--- src/rtl/ihex_pkg.sv ---
// ----------------------------------------------------------------------------
// ihex_pkg: shared types and constants
// Character tokens, result items and code values of the hex record parser.
// ----------------------------------------------------------------------------
package ihex_pkg;

    // Segments at or above this base are skipped.
    localparam logic [31:0] IMAGE_LIMIT = 32'd131072;
    localparam int          ADDR_W      = 18;
    localparam logic [ADDR_W-1:0] ADDR_MAX = '1;

    localparam logic [7:0] CH_COLON   = 8'h3A;
    localparam logic [7:0] CH_NEWLINE = 8'h0A;

    localparam logic [7:0] REC_DATA  = 8'h00;
    localparam logic [7:0] REC_EOF   = 8'h01;
    localparam logic [7:0] REC_START = 8'h03;
    localparam logic [7:0] REC_ELA   = 8'h04;

    localparam logic [1:0] ST_BUSY   = 2'd0;
    localparam logic [1:0] ST_ACCEPT = 2'd1;
    localparam logic [1:0] ST_ERROR  = 2'd2;

    localparam logic [2:0] ERR_NONE     = 3'd0;
    localparam logic [2:0] ERR_COLON    = 3'd1;
    localparam logic [2:0] ERR_HEX      = 3'd2;
    localparam logic [2:0] ERR_TYPE     = 3'd3;
    localparam logic [2:0] ERR_CHECKSUM = 3'd4;

    typedef struct packed {
        logic       is_colon;
        logic       is_newline;
        logic       is_hex;
        logic [3:0] nibble;
    } t_token;

    typedef struct packed {
        logic              write_valid;
        logic [ADDR_W-1:0] write_addr;
        logic [7:0]        write_data;
        logic [1:0]        status;
        logic [2:0]        error_code;
        logic [ADDR_W-1:0] image_end;
    } t_result;

    function automatic t_token classify(input logic [7:0] ch);
        t_token t;
        t.is_colon   = (ch == CH_COLON);
        t.is_newline = (ch == CH_NEWLINE);
        t.is_hex     = 1'b1;
        t.nibble     = 4'd0;
        if (ch >= 8'h30 && ch <= 8'h39) begin
            t.nibble = 4'(ch - 8'h30);
        end else if (ch >= 8'h41 && ch <= 8'h46) begin
            t.nibble = 4'(ch - 8'h37);
        end else if (ch >= 8'h61 && ch <= 8'h66) begin
            t.nibble = 4'(ch - 8'h57);
        end else begin
            t.is_hex = 1'b0;
        end
        return t;
    endfunction

endpackage

--- src/rtl/ihex_front.sv ---
// ----------------------------------------------------------------------------
// ihex_front: character intake
// Classifies each character and holds the tokens in a two-entry queue.
// ----------------------------------------------------------------------------
module ihex_front import ihex_pkg::*; (
    input  logic       i_clk,
    input  logic       i_rst_n,
    input  logic       push,
    output logic       full,
    input  logic [7:0] i_ch,
    output logic       o_tok_valid,
    output t_token     o_tok,
    input  logic       i_tok_pop
);

    t_token     r_mem [2];
    logic       r_wr;
    logic       r_rd;
    logic [1:0] r_cnt;
    logic       do_push;
    logic       do_pop;

    assign full        = (r_cnt == 2'd2);
    assign o_tok_valid = (r_cnt != 2'd0);
    assign o_tok       = r_mem[r_rd];
    assign do_push     = push && !full;
    assign do_pop      = i_tok_pop && o_tok_valid;

    always_ff @(posedge i_clk) begin
        if (do_push) begin
            r_mem[r_wr] <= classify(i_ch);
        end
    end

    always_ff @(posedge i_clk) begin
        if (!i_rst_n) begin
            r_wr  <= 1'b0;
            r_rd  <= 1'b0;
            r_cnt <= 2'd0;
        end else begin
            if (do_push) begin
                r_wr <= ~r_wr;
            end
            if (do_pop) begin
                r_rd <= ~r_rd;
            end
            r_cnt <= r_cnt + 2'(do_push) - 2'(do_pop);
        end
    end

endmodule

--- src/rtl/ihex_back.sv ---
// ----------------------------------------------------------------------------
// ihex_back: record decoder
// Walks the record fields, emits writes and status, and queues results.
// ----------------------------------------------------------------------------
module ihex_back import ihex_pkg::*; (
    input  logic    i_clk,
    input  logic    i_rst_n,
    input  logic    i_tok_valid,
    input  t_token  i_tok,
    output logic    o_tok_pop,
    output logic    o_res_empty,
    output t_result o_res,
    input  logic    i_res_pop
);

    typedef enum logic [3:0] {
        PH_COLON, PH_LEN, PH_AHI, PH_ALO, PH_TYPE,
        PH_DATA, PH_ELAHI, PH_ELALO, PH_CHECK, PH_SKIP
    } t_phase;

    t_phase            r_phase,  n_phase;
    logic              r_low,    n_low;
    logic [3:0]        r_hi,     n_hi;
    logic [7:0]        r_len,    n_len;
    logic [15:0]       r_addr,   n_addr;
    logic [7:0]        r_cnt,    n_cnt;
    logic [7:0]        r_sum,    n_sum;
    logic [15:0]       r_seg,    n_seg;
    logic [ADDR_W-1:0] r_top,    n_top;
    logic [2:0]        r_err,    n_err;

    t_result     r_rq [2];
    logic        r_rq_wr;
    logic        r_rq_rd;
    logic [1:0]  r_rq_cnt;

    t_result     res;
    logic        commit;
    logic        do_pop;
    logic [7:0]  b;
    logic        seg_over;
    logic [32:0] wr_addr;
    logic [32:0] wr_end;

    assign commit      = i_tok_valid && (r_rq_cnt != 2'd2);
    assign o_tok_pop   = commit;
    assign o_res_empty = (r_rq_cnt == 2'd0);
    assign o_res       = r_rq[r_rq_rd];
    assign do_pop      = i_res_pop && !o_res_empty;

    assign b        = {r_hi, i_tok.nibble};
    assign seg_over = ({r_seg, 16'h0000} >= IMAGE_LIMIT);
    assign wr_addr  = {1'b0, r_seg, 16'h0000} + 33'(r_addr) + 33'(r_cnt);
    assign wr_end   = wr_addr + 33'd1;

    always_comb begin
        n_phase = r_phase;
        n_low   = r_low;
        n_hi    = r_hi;
        n_len   = r_len;
        n_addr  = r_addr;
        n_cnt   = r_cnt;
        n_sum   = r_sum;
        n_seg   = r_seg;
        n_top   = r_top;
        n_err   = r_err;

        res             = '0;
        res.status      = ST_BUSY;
        res.error_code  = ERR_NONE;
        res.image_end   = r_top;

        if (r_err != ERR_NONE) begin
            res.status     = ST_ERROR;
            res.error_code = r_err;
        end else if (r_phase == PH_SKIP) begin
            if (i_tok.is_newline) begin
                n_phase = PH_COLON;
            end
        end else if (r_phase == PH_COLON) begin
            if (i_tok.is_colon) begin
                n_sum   = 8'd0;
                n_low   = 1'b0;
                n_cnt   = 8'd0;
                n_phase = PH_LEN;
            end else begin
                n_err          = ERR_COLON;
                res.status     = ST_ERROR;
                res.error_code = ERR_COLON;
            end
        end else if (!i_tok.is_hex) begin
            n_err          = ERR_HEX;
            res.status     = ST_ERROR;
            res.error_code = ERR_HEX;
        end else if (!r_low) begin
            // high nibble: hold it until the pair completes
            n_hi  = i_tok.nibble;
            n_low = 1'b1;
        end else begin
            n_low = 1'b0;
            n_sum = r_sum + b;
            unique case (r_phase)
                PH_LEN: begin
                    n_len   = b;
                    n_phase = PH_AHI;
                end
                PH_AHI: begin
                    n_addr  = {b, 8'h00};
                    n_phase = PH_ALO;
                end
                PH_ALO: begin
                    n_addr  = {r_addr[15:8], b};
                    n_phase = PH_TYPE;
                end
                PH_TYPE: begin
                    if (seg_over || b == REC_EOF || b == REC_START) begin
                        res.status = ST_ACCEPT;
                        n_phase    = PH_SKIP;
                    end else if (b == REC_DATA) begin
                        n_phase = (r_len != 8'd0) ? PH_DATA : PH_CHECK;
                    end else if (b == REC_ELA) begin
                        n_phase = PH_ELAHI;
                    end else begin
                        n_err          = ERR_TYPE;
                        res.status     = ST_ERROR;
                        res.error_code = ERR_TYPE;
                    end
                end
                PH_DATA: begin
                    if (wr_end > 33'(r_top)) begin
                        n_top = (wr_end > 33'(ADDR_MAX)) ? ADDR_MAX : wr_end[ADDR_W-1:0];
                    end
                    res.write_valid = 1'b1;
                    res.write_addr  = wr_addr[ADDR_W-1:0];
                    res.write_data  = b;
                    res.image_end   = n_top;
                    n_cnt = r_cnt + 8'd1;
                    if (n_cnt == r_len) begin
                        n_phase = PH_CHECK;
                    end
                end
                PH_ELAHI: begin
                    n_seg   = {b, 8'h00};
                    n_phase = PH_ELALO;
                end
                PH_ELALO: begin
                    n_seg   = {r_seg[15:8], b};
                    n_phase = PH_CHECK;
                end
                PH_CHECK: begin
                    n_sum = r_sum;
                    if (8'(r_sum + b) == 8'd0) begin
                        res.status = ST_ACCEPT;
                        n_phase    = PH_SKIP;
                    end else begin
                        n_err          = ERR_CHECKSUM;
                        res.status     = ST_ERROR;
                        res.error_code = ERR_CHECKSUM;
                    end
                end
                default: begin
                    n_phase = PH_SKIP;
                end
            endcase
        end
    end

    always_ff @(posedge i_clk) begin
        if (commit) begin
            r_rq[r_rq_wr] <= res;
            r_hi          <= n_hi;
            r_len         <= n_len;
            r_addr        <= n_addr;
        end
    end

    always_ff @(posedge i_clk) begin
        if (!i_rst_n) begin
            r_phase  <= PH_COLON;
            r_low    <= 1'b0;
            r_cnt    <= 8'd0;
            r_sum    <= 8'd0;
            r_seg    <= 16'd0;
            r_top    <= '0;
            r_err    <= ERR_NONE;
            r_rq_wr  <= 1'b0;
            r_rq_rd  <= 1'b0;
            r_rq_cnt <= 2'd0;
        end else begin
            if (commit) begin
                r_phase <= n_phase;
                r_low   <= n_low;
                r_cnt   <= n_cnt;
                r_sum   <= n_sum;
                r_seg   <= n_seg;
                r_top   <= n_top;
                r_err   <= n_err;
                r_rq_wr <= ~r_rq_wr;
            end
            if (do_pop) begin
                r_rq_rd <= ~r_rq_rd;
            end
            r_rq_cnt <= r_rq_cnt + 2'(commit) - 2'(do_pop);
        end
    end

endmodule

--- src/rtl/intel_hex_record_parser.sv ---
// ----------------------------------------------------------------------------
// intel_hex_record_parser: streaming hex record decoder
// Takes one file character per beat, returns one result beat per character.
// ----------------------------------------------------------------------------
//  channel   handshake          payload
//  input     push / full        i_ch
//  result    pop / empty        o_write_valid, o_write_addr, o_write_data,
//                               o_status, o_error_code, o_image_end
//
//  One character per cycle sustained while results are popped. Rate is set by
//  the decode step of the record walker, one token per cycle. Each side has a
//  two-entry queue, token then result, so full and empty stall independently.
//  Synchronous active-low reset empties both queues and clears the decoder.
// ----------------------------------------------------------------------------
module intel_hex_record_parser import ihex_pkg::*; (
    input  logic              i_clk,
    input  logic              i_rst_n,
    input  logic              push,
    output logic              full,
    input  logic [7:0]        i_ch,
    output logic              empty,
    input  logic              pop,
    output logic              o_write_valid,
    output logic [ADDR_W-1:0] o_write_addr,
    output logic [7:0]        o_write_data,
    output logic [1:0]        o_status,
    output logic [2:0]        o_error_code,
    output logic [ADDR_W-1:0] o_image_end
);

    logic    tok_valid;
    t_token  tok;
    logic    tok_pop;
    t_result res;

    ihex_front u_front (
        .i_clk       (i_clk),
        .i_rst_n     (i_rst_n),
        .push        (push),
        .full        (full),
        .i_ch        (i_ch),
        .o_tok_valid (tok_valid),
        .o_tok       (tok),
        .i_tok_pop   (tok_pop)
    );

    ihex_back u_back (
        .i_clk       (i_clk),
        .i_rst_n     (i_rst_n),
        .i_tok_valid (tok_valid),
        .i_tok       (tok),
        .o_tok_pop   (tok_pop),
        .o_res_empty (empty),
        .o_res       (res),
        .i_res_pop   (pop)
    );

    assign o_write_valid = res.write_valid;
    assign o_write_addr  = res.write_addr;
    assign o_write_data  = res.write_data;
    assign o_status      = res.status;
    assign o_error_code  = res.error_code;
    assign o_image_end   = res.image_end;

endmodule

--- config.mk ---
export PLATFORM = sky130hd
export DESIGN_NAME = intel_hex_record_parser
export DESIGN_NICKNAME = d
export VERILOG_FILES = /design/src/rtl/ihex_pkg.sv /design/src/rtl/ihex_front.sv /design/src/rtl/ihex_back.sv /design/src/rtl/intel_hex_record_parser.sv
export SDC_FILE = /design/constraint.sdc
export NUM_CORES = 1
export LEC_CHECK = 0
export ABC_CLOCK_PERIOD_IN_PS = 7300
export BUFFER_PORTS_ARGS = -buffer_cell sky130_fd_sc_hd__buf_2
export CORE_MARGIN = 8
export CORE_UTILIZATION = 33
export CTS_BUF_LIST = sky130_fd_sc_hd__clkbuf_4
export DETAILED_ROUTE_END_ITERATION = 8
export GPL_TIMING_DRIVEN = 0
export MAX_ROUTING_LAYER = met4
export PLACE_DENSITY = 0.54
export SYNTH_ARGS = -nofsm -noshare
export SYNTH_HDL_FRONTEND = slang
export SYNTH_SLANG_ARGS = --single-unit
--- constraint.sdc ---
create_clock -name i_clk -period 7.3 [get_ports i_clk]
set_input_delay 0.365 -clock i_clk [delete_from_list [all_inputs] [get_ports i_clk]]
set_output_delay 0.365 -clock i_clk [all_outputs]
set_load 0.01 [all_outputs]
==> results of run 1 <==
-- Yosys cell counts, drive strengths merged, types with 7 or more instances --
master  count
nand4      21
o31a        8
a21oi      48
buf        14
xor2       26
dfxtp      68
o21a        7
o21ai      39
o31ai      14
nand2b      8
a22oi      10
xnor2      41
nand2      70
a221oi     16
nand3      29
o211ai      7
a211oi     11
nor2      117
mux2i      26
a21o       12
and2       22
clkbuf     32
inv        68
nor2b       8
or3        18
o21bai      7
ha         44
and3       12
nor3       48
mux2       54
edfxtp    142
nor4       22
-- sequential cells by signal (all words and copies together), names as in the netlist, 4 cells and up, named ones only --
signal and flops:
u_back.r_addr 16, u_back.r_cnt 8, u_back.r_hi 4, u_back.r_len 8, u_back.r_phase 4, u_back.r_rq 100
u_back.r_seg 16, u_back.r_sum 8, u_back.r_top 18, u_front.r_mem 14
-- kinds of logic (layout without fill, tap and decap cells) --
family / Yosys count / count (layout) / synth area share
AO/OA/AOI/OAI: 224 / 224 / 0.135
other: 0 / 2 / 0
buffers and inverters: 115 / 286 / 0.0387
flip-flops: 210 / 210 / 0.477
adder cells (fa/ha/maj): 46 / 46 / 0.0501
XOR/XNOR: 67 / 67 / 0.0498
AND/OR/NAND/NOR: 405 / 405 / 0.176
multiplexers: 80 / 80 / 0.0736
-- layout make-up --
type / count / area [µm²]
clock inverter: 15 / 70.1
fill: 3587 / 21900
clock buffer: 86 / 646
inverter: 69 / 259
antenna: 2 / 5.00
multi-input combinational: 822 / 5730
timing repair buffer: 70 / 405
buffer: 46 / 198
tap: 461 / 577
sequential: 210 / 5630
-- stage by stage --
step	cells	power (W)	hold slack, ns	worst slack (ns)
global route	1781	0.00388	0.0506	0.611
global placement	1671	0.00264	0.474	1.08
detailed placement	1673	0.00266	0.482	1.09
CTS	1779	0.00371	0.0130	1.05
finish	1781	0.00364	0.0780	0.985
floorplan	1147	0.00226	0.453	2.05
-- metal layers --
layer	routed length (µm)	global-route usage	vias up
met4	935	0.0562	0
met1	13500	0.186	4410
met2	15100	0.250	248
met5	0	-	-
li1	-	-	4570
met3	1650	0.0255	69
-- what timing repair did --
action / 4_1_cts / 5_1_grt
hold buffers: 5 / 0
setup endpoints to repair: 0 / 0
hold endpoints to repair: 7 / 0
-- path summary, 6_finish.rpt --
path	from	endpoint	slack, ns	cells after the start
setup / recovery	u_back.r_cnt[0]	u_back.r_rq[0][16]	0.99	20
hold / removal	i_ch[2]	u_front.r_mem[0][2]	0.08	3
setup reg to reg	u_back.r_cnt[0]	u_back.r_rq[0][16]	0.99	20
hold reg to reg	u_back.r_err[1]	u_back.r_err[1]	0.50	2
-- power groups by stage --
stage	Sequential (W)	Combinational (W)	Clock, W
2_1_floorplan	0.00161	0.000651	0
3_3_place_gp	0.00164	0.00101	0
3_5_place_dp	0.00162	0.00104	0
4_1_cts	0.00160	0.00104	0.00106
5_1_grt	0.00162	0.00114	0.00113
6_report	0.00160	0.00102	0.00103
-- worst register-to-register path: stages, from the launching register on --
cell,delay [ns]
dfxtp_1,0.37
ha_1,0.26
fa_1,0.42
a211oi_2,0.36
o31a_1,0.49
xnor2_1,0.41
nand4_1,0.30
or2_2,0.37
o311ai_1,0.67
ha_1,0.38
a21o_1,0.16
a21o_1,0.16
a21o_1,0.16
a21o_1,0.16
a21o_1,0.18
a21oi_1,0.16
a21oi_1,0.16
o31a_1,0.35
buf_6,0.16
buf_6,0.16
mux2i_1,0.25
==> flow_summary_export.csv, run 1 <==
group,metric,value,unit
synth,avgSynthCellArea,10.3,µm²
setup_path,cp_slowest_cell,"o311ai_1",
clocking,cts_root_buffer,"clkbuf_4",
clocking,htreeDepth,2,
power_and_ir_drop,vdd_drop_max,0.135,mV
setup_path,worst-endpoint-required,7.78,ns
synth,ys_seq_area_frac,0.477,
synth,synth-edff-count,142,
clocking,numCtsBuffers,54,
finish,final_cell_mix,"edfxtp_1 (142), nor2_1 (115), clkbuf_4 (86)",
finish,layout_commonest_cell,"edfxtp_1",
drt,avgRoutedWirePerCell,17.5,µm
power_and_ir_drop,switchingPower,0.00117,W
synth,async_reset_ff_frac,0,
drt,first_iter_violations,615,
timing,clock_skew,0.0809,ns
clocking,insertion_delay,0.71,ns
drt,drtPass1Iterations,5,
synth,netlist.area_leader.share,0.362,
clocking,ctsResizeCount,0,
setup_path,slowest_delay,0.67,ns
power_and_ir_drop,p_clk_frac,0.282,
timing,fin_crit,6.31,ns
finish,synthToLayoutAreaGrowth,14.6,%
clocking,cts.reportedPaths.clkPinSlew,0.07,ns
drt,dr_total_vias,9297,
setup_path,endpoint_kind,"flip-flop",
floorplan,die_h,205,µm
synth,synth.area.top_cells,"edfxtp_1 (36%), dfxtp_1 (12%), mux2_2 (5.2%)",
setup_path,crit_type,"flip-flop to flip-flop",
power_and_ir_drop,p_leak,4.88,nW
drt,drc,0,
timing,slew_viol_final,0,
floorplan,core,0.0354,mm²
global_route,grt_pass1_wl,50.1,mm
synth,synthFlopType,"edfxtp_1",
setup_path,worst-path-buf-inv,2,
global_route,antenna_found_initial,2,
power_and_ir_drop,internal_power,0.00247,W
finish,fin_util,0.382,
timing,fmax,158,MHz
timing,hold_viol_final,0,
global_route,gr-total-overflow,0,
placement,numPortBuffers,63,
synth,syn-num-nets,1205,
power_and_ir_drop,sequentialPowerShare,0.439,
placement,dpl-instance-area,0.0127,mm²
setup_path,crit_chain,"ha_1 -> fa_1 -> a211oi_2 -> o31a_1 -> xnor2_1 -> nand4_1 -> or2_2 -> o311ai_1 -> ha_1 -> a21o_1 -> a21o_1 -> a21o_1 -> a21o_1 -> a21o_1 -> a21oi_1 -> a21oi_1 -> o31a_1 -> buf_6 -> buf_6 -> mux2i_1",
setup_path,cpMostUsedCell,"a21o_1",
power_and_ir_drop,switching_share,0.322,
global_route,grt_pass1_vias,9413,
drt,avgViaCountPerCell,5.22,
synth,yosys_warnings,0,
timing,final.period_utilization,0.865,
drt,detail-route-antenna-nets,0,
setup_path,path_max_fanout,10,
floorplan,ios,64,
power_and_ir_drop,powerDensity,269,mW/mm²
clocking,cts_tree,"done",
floorplan,dieArea,0.0420,mm²
global_route,track_usage,0.152,
timing,worst_pin_slew,1.27,ns
placement,place_hpwl,23.0,mm
timing,tns,0,ns
synth,yosysTopAreaCell,"edfxtp_1",
finish,final_layout_size_suffix_gt1_frac,0.186,
synth,syn_inst,1147,
synth,synth_area,0.0118,mm²
setup_path,worstSetupStartpointType,"flip-flop",
global_route,grt_max_degree,31,
timing,rsz0062_at_grt,"false",
clocking,clockBufferDepth,3,
floorplan,start_util,0.333,
synth,ys_seq_elements,210,
timing,slew_headroom,0.151,
finish,final_nets,1331,
run_status,status,"complete, no violations",
setup_path,worst_ep_arrival_time,6.80,ns
clocking,clock_sinks,210,
placement,gp_congestion,0.878,
synth,yosysUniqueCellTypes,79,
job,cap_viol_max_count,0,
clocking,postCtsSetupBuffers,0,
drt,wirelength,31.1,mm
power_and_ir_drop,combPwrFrac,0.279,
timing,final-setup-viol-count,0,
finish,fin_area,0.0135,mm²
floorplan,chipWidth,205,µm
min_path,hold_path.class,"input pin to flip-flop",
setup_path,crit_family,"compound AO/OA/AOI/OAI gates",
floorplan,std_cell_rows,69,
Power figures use the tool's default switching activity.
==> inputs of run 2 (changes only) <==
Settings changed: ABC_CLOCK_PERIOD_IN_PS 7300 to 5700, PLACE_DENSITY 0.54 to 0.56.
Clock period 7.3 ns to 5.7 ns, I/O delays scaled along.
==> flow_summary_export.csv, run 2 (same netlist as run 1, synthesis figures left out) <==
group,metric,value,unit
placement,pre_cts_ws,-0.479,ns
drt,drtPass1Iterations,5,
finish,layout_commonest_cell,"edfxtp_1",
drt,detail-route-antenna-nets,0,
job,cap_viol_max_count,0,
timing,slew_headroom,0.148,
timing,fin_crit,5.42,ns
timing,worst_pin_slew,1.28,ns
clocking,numCtsBuffers,56,
drt,wirelength,31.3,mm
setup_path,worst-endpoint-required,6.12,ns
global_route,grt_max_degree,28,
setup_path,endpoint_kind,"flip-flop",
global_route,grt_pass1_vias,9246,
finish,final_cell_mix,"edfxtp_1 (142), nor2_1 (115), clkbuf_4 (90)",
clocking,cts.reportedPaths.clkPinSlew,0.07,ns
finish,final_nets,1342,
timing,clock_skew,0.0572,ns
floorplan,die_h,205,µm
global_route,grt_pass1_wl,49.7,mm
placement,gp_congestion,0.883,
timing,hold_viol_final,0,
clocking,insertion_delay,0.71,ns
drt,avgViaCountPerCell,5.24,
setup_path,cpMostUsedCell,"a21o_1",
global_route,track_usage,0.151,
clocking,htreeDepth,2,
setup_path,path_max_fanout,10,
power_and_ir_drop,vdd_drop_max,0.199,mV
drt,first_iter_violations,632,
floorplan,start_util,0.333,
placement,place_hpwl,23.1,mm
floorplan,std_cell_rows,69,
finish,fin_area,0.0138,mm²
setup_path,reg2reg_from,"u_back.r_addr[0]",
power_and_ir_drop,p_leak,5.04,nW
drt,dr_total_vias,9368,
setup_path,r2r_setup_slack,0.28,ns
timing,fmax,184,MHz
finish,multi_input_area,0.00592,mm²
timing,final.period_utilization,0.952,
setup_path,crit_type,"flip-flop to flip-flop",
finish,synthToLayoutAreaGrowth,17.2,%
clocking,clockBufferDepth,3,
finish,largestRegisters,"u_back.r_rq x100, u_back.r_top x18",
setup_path,worst_ep_arrival_time,5.84,ns
floorplan,chipWidth,205,µm
placement,dpl-instance-area,0.0127,mm²
clocking,cts_tree,"done",
min_path,whs_path_depth,3,
setup_path,worstSetupStartpointType,"flip-flop",
timing,slew_viol_final,0,
finish,final.fill_count,3536,
setup_path,crit_family,"compound AO/OA/AOI/OAI gates",
finish,largest-register,"u_back.r_rq",
setup_path,slowest_delay,0.45,ns
min_path,hold_path.class,"input pin to flip-flop",
setup_path,cp_slowest_cell,"or3_4",
finish,largest_reg_flops,100,
global_route,gr-total-overflow,0,
timing,fin_ws,0.276,ns
run_status,status,"complete, no violations",
clocking,clock_sinks,210,
clocking,cts_root_buffer,"clkbuf_4",
floorplan,dieArea,0.0420,mm²
setup_path,crit_chain,"ha_2 -> fa_2 -> a211oi_4 -> nor3b_4 -> nor4_4 -> o2111ai_2 -> or3_4 -> and2_1 -> ha_1 -> a21o_1 -> a21o_1 -> a21o_1 -> a21o_1 -> a21o_1 -> a21o_1 -> a21oi_2 -> a21oi_2 -> o31a_1 -> buf_6 -> buf_6 -> mux2i_2",
drt,drc,0,
drt,avgRoutedWirePerCell,17.5,µm
setup_path,r2r_cells,21,
timing,final-setup-viol-count,0,
setup_path,worst-path-buf-inv,2,
floorplan,core,0.0354,mm²
power_and_ir_drop,powerDensity,343,mW/mm²
finish,area.sequential,0.00563,mm²
min_path,hold_end,"u_front.r_mem[0][0]",
setup_path,reg2reg_to,"u_back.r_rq[0][16]",
min_path,hold_start,"i_ch[0]",
global_route,antenna_found_initial,1,
finish,final_layout_size_suffix_gt1_frac,0.208,
floorplan,ios,64,
placement,numPortBuffers,63,
-- run 2: cell count changes in the layout (fill, tap and decap cells not counted), moves of 3 or more --
| cell | change |
|---|---|
| mux2i_2 | +4 |
| dlygate4sd3_1 | +5 |
| clkbuf_4 | +4 |
| buf_4 | +4 |
| xnor2_1 | -3 |
| mux2i_1 | -4 |
-- run 2: metal layers --
metal	GRT usage	wire length [µm]	part of all wire	vias to the layer above
met4	0.0580	917	0.029	0
met2	0.247	15000	0.48	248
met5	-	0	0	-
met1	0.183	13600	0.43	4488
met3	0.0299	1750	0.056	60
li1	-	-	-	4572
-- run 2: worst max-delay path by stage --
stage                           startpoint            endpoint  slack (ns)  depth (start not counted)
after floorplan            u_back.r_cnt[0]  u_back.r_rq[0][12]        0.45                         21
after global placement    u_back.r_addr[0]  u_back.r_rq[0][16]       -0.46                         20
after detailed placement  u_back.r_addr[0]  u_back.r_rq[1][16]       -0.48                         20
after CTS                 u_back.r_addr[0]  u_back.r_rq[0][16]        0.01                         21
after global routing      u_back.r_addr[0]  u_back.r_rq[0][16]      -0.007                         21
final                     u_back.r_addr[0]  u_back.r_rq[0][16]        0.28                         21
-- run 2: area by class of cell --
class / instances / area share
buffer: 46 / 0.0143
sequential: 210 / 0.407
clock inverter: 11 / 0.00543
multi-input combinational: 822 / 0.429
timing repair buffer: 79 / 0.0351
antenna: 1 / 0.000181
clock buffer: 90 / 0.0489
inverter: 69 / 0.0187
tap: 461 / 0.0417
-- run 2: power by group --
group / internal (W) / switching [W]
logic: 0.000513 / 0.000808
registers: 0.00197 / 0.0000775
clock network: 0.000756 / 0.000619
-- run 2: repair_timing --
action / 4_1_cts / 5_1_grt
pin swaps: 3 / 6
endpoints found under the hold margin: 13 / 0
hold buffers: 10 / 0
resized for setup: 14 / 21
setup endpoints to repair: 54 / 59
cloned: 0 / 0
buffers inserted: 1 / 3
-- run 2: tightest hold or removal path, stage by stage --
cell	delay, ns
buf_2	0.13
inv_1	0.11
mux2_2	0.17
-- run 2: per-stage QoR --
| step | TNS, ns | hold slack [ns] | instances | util | power, W |
|---|---|---|---|---|---|
| after global placement | -18.11 | 0.476 | 1671 | 0.358 | 0.00340 |
| after floorplan | 0 | 0.453 | 1147 | - | 0.00290 |
| final | 0 | 0.0910 | 1789 | 0.391 | 0.00474 |
| after CTS | 0 | 0.0300 | 1785 | 0.386 | 0.00482 |
| after detailed placement | -17.65 | 0.482 | 1673 | 0.360 | 0.00341 |
| after global routing | -0.00758 | 0.0524 | 1789 | 0.391 | 0.00504 |
